**src/hw/rtl/lpfd_pkg.sv**
```systemverilog
// Shared types and constants for the length-prefixed frame decoder.
package lpfd_pkg;

    localparam int unsigned LENGTH_BYTES_DEF = 4;
    localparam int unsigned MAX_PAYLOAD_W    = 32;
    localparam logic [MAX_PAYLOAD_W-1:0] MAX_PAYLOAD_RST = 32'd1048576;

    localparam int unsigned BYTE_W   = 8;
    localparam int unsigned STATUS_W = 2;

    typedef logic [BYTE_W-1:0]   t_byte;
    typedef logic [STATUS_W-1:0] t_status;

    localparam t_status ST_PAYLOAD = 2'd0;
    localparam t_status ST_EMPTY   = 2'd1;
    localparam t_status ST_ERROR   = 2'd2;

    typedef enum logic [1:0] {
        PH_LEN,
        PH_TYPE,
        PH_PAY,
        PH_ERR
    } t_phase;

endpackage

```
**src/hw/rtl/length_prefixed_frame_decoder.sv**
```systemverilog
// A result appears on the output register in the cycle after its byte is taken.
// Throughput: one byte per cycle; the input stalls only while a held result is stalled.
// Each byte passes through one length compare or counter decrement into the result register.
// Reset (synchronous, active low): decoder waits for the first length byte, max_payload
// returns to 1048576, the output register is emptied.
module length_prefixed_frame_decoder #(
    parameter int unsigned LENGTH_BYTES = lpfd_pkg::LENGTH_BYTES_DEF
) (
    input  logic                               i_clk,
    input  logic                               i_rst_n,
    input  logic                               i_cfg_we,
    input  logic [lpfd_pkg::MAX_PAYLOAD_W-1:0] i_cfg_data,
    input  logic                               i_valid,
    output logic                               o_stall,
    input  lpfd_pkg::t_byte                    i_in_byte,
    output logic                               o_valid,
    input  logic                               i_stall,
    output lpfd_pkg::t_status                  o_status,
    output lpfd_pkg::t_byte                    o_msg_type,
    output lpfd_pkg::t_byte                    o_payload_byte,
    output logic                               o_frame_last
);
    import lpfd_pkg::*;

    localparam int unsigned LEN_W = BYTE_W * LENGTH_BYTES;
    localparam int unsigned CMP_W = (LEN_W > MAX_PAYLOAD_W) ? LEN_W : MAX_PAYLOAD_W;
    localparam int unsigned IDX_W = (LENGTH_BYTES > 1) ? $clog2(LENGTH_BYTES) : 1;
    localparam logic [IDX_W-1:0] IDX_LAST = IDX_W'(LENGTH_BYTES - 1);

    logic [MAX_PAYLOAD_W-1:0] r_max_payload;

    t_phase            r_phase,   n_phase;
    logic [IDX_W-1:0]  r_len_idx, n_len_idx;
    logic [LEN_W-1:0]  r_accum,   n_accum;
    logic [LEN_W-1:0]  r_left,    n_left;
    t_byte             r_type,    n_type;

    logic              r_out_valid, n_out_valid;
    t_status           r_status,  n_status;
    t_byte             r_msg_type, n_msg_type;
    t_byte             r_pay,     n_pay;
    logic              r_last,    n_last;

    logic              accept;
    logic              produce;
    logic [LEN_W-1:0]  len_full;
    logic [LEN_W-1:0]  len_m1;
    logic              len_bad;

    assign o_stall = r_out_valid && i_stall;
    assign accept  = i_valid && !o_stall;

    // the full length as it stands once the current byte is shifted in
    assign len_full = LEN_W'({r_accum, i_in_byte});
    assign len_m1   = len_full - LEN_W'(1);
    assign len_bad  = (len_full == '0) || (CMP_W'(len_m1) > CMP_W'(r_max_payload));

    always_ff @(posedge i_clk) begin
        if (!i_rst_n) begin
            r_max_payload <= MAX_PAYLOAD_RST;
        end else if (i_cfg_we) begin
            r_max_payload <= i_cfg_data;
        end
    end

    always_ff @(posedge i_clk) begin
        if (!i_rst_n) begin
            r_phase     <= PH_LEN;
            r_len_idx   <= '0;
            r_accum     <= '0;
            r_left      <= '0;
            r_type      <= '0;
            r_out_valid <= 1'b0;
        end else begin
            r_phase     <= n_phase;
            r_len_idx   <= n_len_idx;
            r_accum     <= n_accum;
            r_left      <= n_left;
            r_type      <= n_type;
            r_out_valid <= n_out_valid;
        end
    end

    always_ff @(posedge i_clk) begin
        r_status   <= n_status;
        r_msg_type <= n_msg_type;
        r_pay      <= n_pay;
        r_last     <= n_last;
    end

    always_comb begin
        n_phase    = r_phase;
        n_len_idx  = r_len_idx;
        n_accum    = r_accum;
        n_left     = r_left;
        n_type     = r_type;
        produce    = 1'b0;
        n_status   = r_status;
        n_msg_type = r_msg_type;
        n_pay      = r_pay;
        n_last     = r_last;

        if (accept) begin
            case (r_phase)
                PH_LEN: begin
                    n_accum   = len_full;
                    n_len_idx = r_len_idx + IDX_W'(1);
                    if (r_len_idx == IDX_LAST) begin
                        if (len_bad) begin
                            n_phase    = PH_ERR;
                            produce    = 1'b1;
                            n_status   = ST_ERROR;
                            n_msg_type = '0;
                            n_pay      = '0;
                            n_last     = 1'b0;
                        end else begin
                            n_left  = len_m1;
                            n_phase = PH_TYPE;
                        end
                    end
                end
                PH_TYPE: begin
                    n_type = i_in_byte;
                    if (r_left == '0) begin
                        produce    = 1'b1;
                        n_status   = ST_EMPTY;
                        n_msg_type = i_in_byte;
                        n_pay      = '0;
                        n_last     = 1'b1;
                        // start the next frame
                        n_phase    = PH_LEN;
                        n_len_idx  = '0;
                        n_accum    = '0;
                    end else begin
                        n_phase = PH_PAY;
                    end
                end
                PH_PAY: begin
                    produce    = 1'b1;
                    n_status   = ST_PAYLOAD;
                    n_msg_type = r_type;
                    n_pay      = i_in_byte;
                    n_last     = (r_left == LEN_W'(1));
                    n_left     = r_left - LEN_W'(1);
                    if (r_left == LEN_W'(1)) begin
                        n_phase   = PH_LEN;
                        n_len_idx = '0;
                        n_accum   = '0;
                    end
                end
                default: begin
                    // sticky error: report on every byte until reset
                    n_phase    = PH_ERR;
                    produce    = 1'b1;
                    n_status   = ST_ERROR;
                    n_msg_type = '0;
                    n_pay      = '0;
                    n_last     = 1'b0;
                end
            endcase
        end

        // hold a stalled result, drop a taken one
        if (produce) begin
            n_out_valid = 1'b1;
        end else if (r_out_valid && i_stall) begin
            n_out_valid = 1'b1;
        end else begin
            n_out_valid = 1'b0;
        end
    end

    assign o_valid        = r_out_valid;
    assign o_status       = r_status;
    assign o_msg_type     = r_msg_type;
    assign o_payload_byte = r_pay;
    assign o_frame_last   = r_last;

endmodule

```
**config.mk**
```make
export PLATFORM = sky130hd
export DESIGN_NAME = length_prefixed_frame_decoder
export DESIGN_NICKNAME = d
export VERILOG_FILES = /design/src/hw/rtl/lpfd_pkg.sv /design/src/hw/rtl/length_prefixed_frame_decoder.sv
export SDC_FILE = /design/constraint.sdc
export NUM_CORES = 1
export LEC_CHECK = 0
export BUFFER_PORTS_ARGS = -buffer_cell sky130_fd_sc_hd__buf_2
export CORE_ASPECT_RATIO = 0.6
export CORE_MARGIN = 2
export CORE_UTILIZATION = 60
export DETAILED_ROUTE_END_ITERATION = 7
export GPL_TIMING_DRIVEN = 0
export PLACE_DENSITY_LB_ADDON = 0.05
export SLEW_MARGIN = 40
export SYNTH_ARGS = -nofsm -noshare
export SYNTH_HDL_FRONTEND = slang
export SYNTH_SLANG_ARGS = --single-unit
```
**constraint.sdc**
```tcl
create_clock -name i_clk -period 17.4 [get_ports i_clk]
set_clock_uncertainty 0.15 [all_clocks]
set_input_delay 0.87 -clock i_clk [delete_from_list [all_inputs] [get_ports i_clk]]
set_output_delay 0.87 -clock i_clk [all_outputs]
set_load 0.02 [all_outputs]
```
# Word level (Yosys, flattened, before mapping)
# Index checks and enable logic that the tools add are counted.
op_classes:
  n_addsub: 3
  magnitude_cmp: 1
  eq_ne: 9
  mux: 34
  reduce_logical: 14
ops:
  columns: ["op", "count"]
  rows:
  - ["$pmux 24 s3", 1]
  - ["$logic_not 32->1", 2]
  - ["$mux 32", 2]
  - ["$pmux 32 s2", 1]
  - ["$sub 32x1->32 const B", 2]
  - ["$mux 24", 2]
  - ["$pmux 8 s3", 2]
  - ["$eq 32x1->1 const B", 1]
  - ["$gt 32x32->1", 1]
  - ["$mux 8", 4]
  - ["$pmux 2 s3", 3]
  - ["$mux 2", 8]
  - ["$reduce_and 4->1", 3]
  - ["$ne 2x2->1 const B", 5]
  - ["$mux 1", 9]
  - ["$eq 2x2->1 const B", 2]
  - ["$pmux 1 s3", 1]
  - ["$reduce_and 3->1", 1]
  - ["$reduce_bool 3->1", 1]
  - ["$add 2x1->2 const B", 1]
  - ["$eq 2x1->1 const B", 1]
  - ["$logic_and 1x1->1", 2]
  - ["$logic_not 2->1", 1]
  - ["$pmux 1 s2", 1]
  - ["4 further kinds", 4]
totals:
  reg_bits: 120
  out_inout_bits: 21
  wordCells: 72

# Logic depth before layout (Yosys ltp)
logic_depth:
  ltp_word: 8
  ltp_mapped: 16
  mapped_depth_nobuf: 14

# Worst setup path after synthesis
# OpenSTA, ideal clock, no wires.
synth_timing:
  path_kind: "input port to flip-flop"
  from: "input port i_in_byte[2]"
  to: "register r_last (netlist: o_frame_last), enable pin"
  setup_ns: 0.419
  t_arrival_ns: 5.478
  required_time_ns: 16.831
  path_slack_ns: 11.353
  path_stages: 14
  n_path_buf: 1
  cell_sequence: "buf_2 -> nor4_1 -> nand3_1 -> or3_1 -> or4_1 -> xnor2_1 -> ha_1 -> nand4_1 -> nor4_1 -> nor2b_1 -> o41ai_1 -> and3_1 -> o21a_1 -> nor3_1"
synth_between:
  elab_chain_len: 5
  word_cells_on_any_way: 6
  cone_classes: "add/sub (1); order compare (1); eq/ne (1); reduce/logical (3)"
synth_lines:
  columns: ["item", "line", "text"]
  rows:
  - ["start, declared", "length_prefixed_frame_decoder.sv:15", "input lpfd_pkg::t_byte i_in_byte,"]
  - ["$sub 32x1->32", "length_prefixed_frame_decoder.sv:55", "assign len_m1 = len_full - LEN_W'(1);"]
  - ["$gt 32x32->1", "length_prefixed_frame_decoder.sv:56", "assign len_bad = (len_full == '0) || (CMP_W'(len_m1) > CMP_W'(r_max_payload));"]
  - ["$logic_or 1x1->1 *", "length_prefixed_frame_decoder.sv:56", null]
  - ["$ne 2x2->1 (no source line) *", null, null]
  - ["$reduce_and 4->1 (no source line) *", null, null]
  - ["end signal, assigned", "length_prefixed_frame_decoder.sv:88", "r_last <= n_last;"]
  - ["end, declared", "length_prefixed_frame_decoder.sv:42", "logic r_last, n_last;"]
# Mark *: on every way between the ends. The rest lies on a longest branch, timed or not.
# A chain may end at the register's enable or synchronous reset.

# Worst setup path after layout
layout_timing:
  from: "input port i_in_byte[2]"
  to: "register r_left[23]"
layout_between:
  elab_chain_len: 5
  word_cells_on_any_way: 9
  cone_classes: "add/sub (1); order compare (1); eq/ne (1); mux (3); reduce/logical (3)"
layout_lines:
  columns: ["item", "line", "text"]
  rows:
  - ["$sub 32x1->32", "length_prefixed_frame_decoder.sv:55", null]
  - ["$gt 32x32->1", "length_prefixed_frame_decoder.sv:56", null]
  - ["$logic_or 1x1->1", "length_prefixed_frame_decoder.sv:56", null]
  - ["$ne 2x2->1 (no source line)", null, null]
  - ["$reduce_and 4->1 (no source line)", null, null]
  - ["end signal, assigned", "length_prefixed_frame_decoder.sv:78", "r_left <= n_left;"]
  - ["end, declared", "length_prefixed_frame_decoder.sv:35", "logic [LEN_W-1:0] r_left, n_left;"]
# Parallel ways exist; a longest one is shown, timed or not. The select of a mux whose other input is x is not followed.

==> results.ini <==
[run_status]
outcome=finished, final reports clean

[clock_network]
cts_resized=0
postCtsSetupRepairBufs=0
ctsRootBufferMaster=clkbuf_16
clk_pin_slew_ps=60
clkSinkCount=120
htreeDepth=4
clk_latency_ps=420
clock_path_buffers=2
tritoncts=yes
ctsHoldBuffers=0
cts_made_buffers=17

[drt]
dr.first_iter.drc_count=1044
wl_per_cell_um=20.5
vias_per_cell=6.51
detail-route-antenna-nets=0
vias=6971
routed_wl_mm=22.0
remaining_drc_errors=0
first_pass_iters=6

[place]
routabilityCongestion=1.03
placed_cells=1039
portBuffers=61
dpl.hpwl_mm=16.3

[synth]
syn-cell-area_um2=6890
async_reset_ff_frac=0
synth-compound-area-share=0.180
ys_seq_area_frac=0.376
synth_top_area_cell=dfxtp_1
synth_nets=918
ys_ff_latch=120
synthCells=832
synthAdderAreaFrac=0.0744
yosysWarnings=0
synth_xor_area_frac=0.0330
synth_edf_count=19
synth_top_area_share=0.293
synth_top_family_by_area=simple AND/OR/NAND/NOR gates
syn_area_per_cell_um2=8.29
ys_types=64
yosys.area_share.simple=0.230
synthMuxAreaShare=0.0497
synth.area.top_cells=dfxtp_1 (29%), edfxtp_1 (8.3%), ha_1 (7.4%), nor2_1 (5.2%), a21oi_1 (4.9%)
synthFlopType=dfxtp_1

[setup_path]
critPathTopFamily=simple AND/OR/NAND/NOR gates
path_common_cell=or3_1
required_ps=17610
r2r-start=r_accum[2]$_SDFFE_PN0P_
path_max_fanout=10
cp.arrival_ps=5920
critPathSlowestCell=clkbuf_1
reg2reg_slack_ps=11960
cp_cell_sequence=buf_2, nor4_2, nand3_1, or3_1, or3_1, xnor2_1, ha_1, nand4_1, nor4_1, nor2b_1, o41ai_1, and4_1, nor2_1, clkbuf_1, o221a_2
cp.depth=15
reg2reg_to=r_left[23]$_SDFFE_PN0P_
max_stage_delay_ps=660
critPathKind=in -> reg
rr_worst_depth=15
worst-path-buf-inv=2
endpoint_kind=flip-flop
cp-start-kind=input port

[power_and_ir_drop]
clkPwrFrac=0.327
p_leak_nw=3.29
power_density_nw_per_um2=135
vdd_ir_drop_max_uv=81.0
switchingPower_w=0.000423
p_sw_frac=0.393
cellInternalPower_w=0.000653
combinationalPowerShare=0.356
p_seq_frac=0.317

[global_routing]
grt_pass1_vias=6315
antenna_found_initial=0
grt_max_degree=17
overflow=0
track_usage=0.357
grt_pass1_wl_mm=33.4

[floorplan]
initial_core_util=0.612
core-area_um2=11300
die_width_um=142
io-pin-count=66
die_y_um=87.0
rows=30
dieArea_um2=12400

[layout]
nFillCells=893
fin_cells=1071
multiInputGateArea_um2=3930
final_common_cell=dfxtp_1
final_nets=1000
drive_gt1_frac=0.134
area_growth_pct=15.8
antennaDiodeCount=0
ff_latch_area_um2=2590
mostFrequentLayoutCells=dfxtp_1 (101), nor2_1 (95), nand2_1 (80)

[timing]
finalCritPeriodShare=0.328
setup_tns_ps=0
rsz0062_at_grt=no
maxSlewViolCount=0
finalHoldViolCount=0
period_minus_slack_ps=5710
slew_headroom=0.456
timing.fmax_mhz=175
finalSetupViolCount=0
worst_pin_slew_ps=817

[min_path]
hp-class=reg -> reg
whs_path_depth=2
worstHoldStart=r_type[4]$_SDFFE_PN0P_
worstHoldEndpoint=r_type[4]$_SDFFE_PN0P_

[run]
maxCapViolCount=0

[through the flow]
stage	hold slack (ps)	power [W]	cell area (um2)	worst slack [ps]	util
floorplan	286	0.000599	6890	11350	-
global placement	294	0.000695	7380	10070	0.655
detailed placement	301	0.000709	7410	11340	0.658
CTS	309	0.00106	7990	11760	0.709
global route	324	0.00112	7990	11310	0.709
finish	308	0.00108	7990	11690	0.709
[worst max-delay path by stage]
stage / startpoint / slack [ps] / end
final: i_in_byte[2] / 11690 / r_left[23]$_SDFFE_PN0P_
after global routing: i_in_byte[6] / 11310 / o_msg_type[1]$_DFFE_PP_
after CTS: i_in_byte[2] / 11760 / o_payload_byte[0]$_SDFFCE_PN0P_
after detailed placement: i_in_byte[2] / 11340 / o_payload_byte[1]$_SDFFCE_PN0P_
after global placement: i_in_byte[2] / 10070 / o_payload_byte[0]$_SDFFCE_PN0P_
after floorplan: i_in_byte[2] / 11350 / o_frame_last$_DFFE_PP_
[per-layer routing]
layer / up-vias / global-route usage / wire [um]
li1: 3193 / - / -
met1: 3262 / 0.498 / 9560
met2: 446 / 0.512 / 9040
met3: 70 / 0.112 / 2740
met4: 0 / 0.155 / 644
met5: - / 0 / 0
[final cells by class]
class,count,area share
tap,144,0.0226
buffer,52,0.0262
multi-input combinational,613,0.492
inverter,47,0.0221
sequential,120,0.325
clock inverter,15,0.0191
clock buffer,17,0.0533
timing repair buffer,63,0.0398
[sequential cells by signal, indices dropped and copies added, names as in the netlist]
| name | flops |
|---|---|
| o_frame_last | 1 |
| o_msg_type | 8 |
| o_payload_byte | 8 |
| o_status | 2 |
| o_valid | 1 |
| r_accum | 24 |
| r_left | 32 |
| r_len_idx | 2 |
| r_max_payload | 32 |
| r_phase | 2 |
| r_type | 8 |
[tightest hold or removal path, cell delays in order, from the launching register on]
cell and delay, ps:
dfxtp_1 310, nand2_1 50, a21oi_1 50
[power by group through the flow]
stage | combinational, W | sequential, W | clock, W
global route | 0.000411 | 0.000344 | 0.000364
detailed placement | 0.000364 | 0.000345 | 0
CTS | 0.000368 | 0.000340 | 0.000352
global placement | 0.000350 | 0.000344 | 0
finish | 0.000383 | 0.000341 | 0.000352
floorplan | 0.000249 | 0.000351 | 0
[synth_stat cells (8+ instances only)]
cell type	number
a21oi_1	68
a22oi_1	14
a2bb2oi_1	8
a31oi_1	10
and2_1	12
clkbuf_1	44
dfxtp_1	101
edfxtp_1	19
ha_1	41
inv_1	44
mux2i_1	32
nand2_1	80
nand3_1	43
nand4_1	15
nor2_1	95
nor3_1	24
nor4_1	14
o21ai_0	17
o221a_2	8
o32ai_1	12
or3_1	15
or4_1	8
xnor2_1	16
xor2_1	10
[logic make-up (layout without fill, tap and decap cells)]
family / Yosys count / in the layout
DFF: 120 / 120
buffers and inverters: 99 / 194
muxes: 34 / 34
and+or+nand+nor: 329 / 329
xor gates and xnor gates: 26 / 26
adders and majority gates: 41 / 41
AOI/OAI and AO/OA: 183 / 183
(Power assumes the default switching activity.)
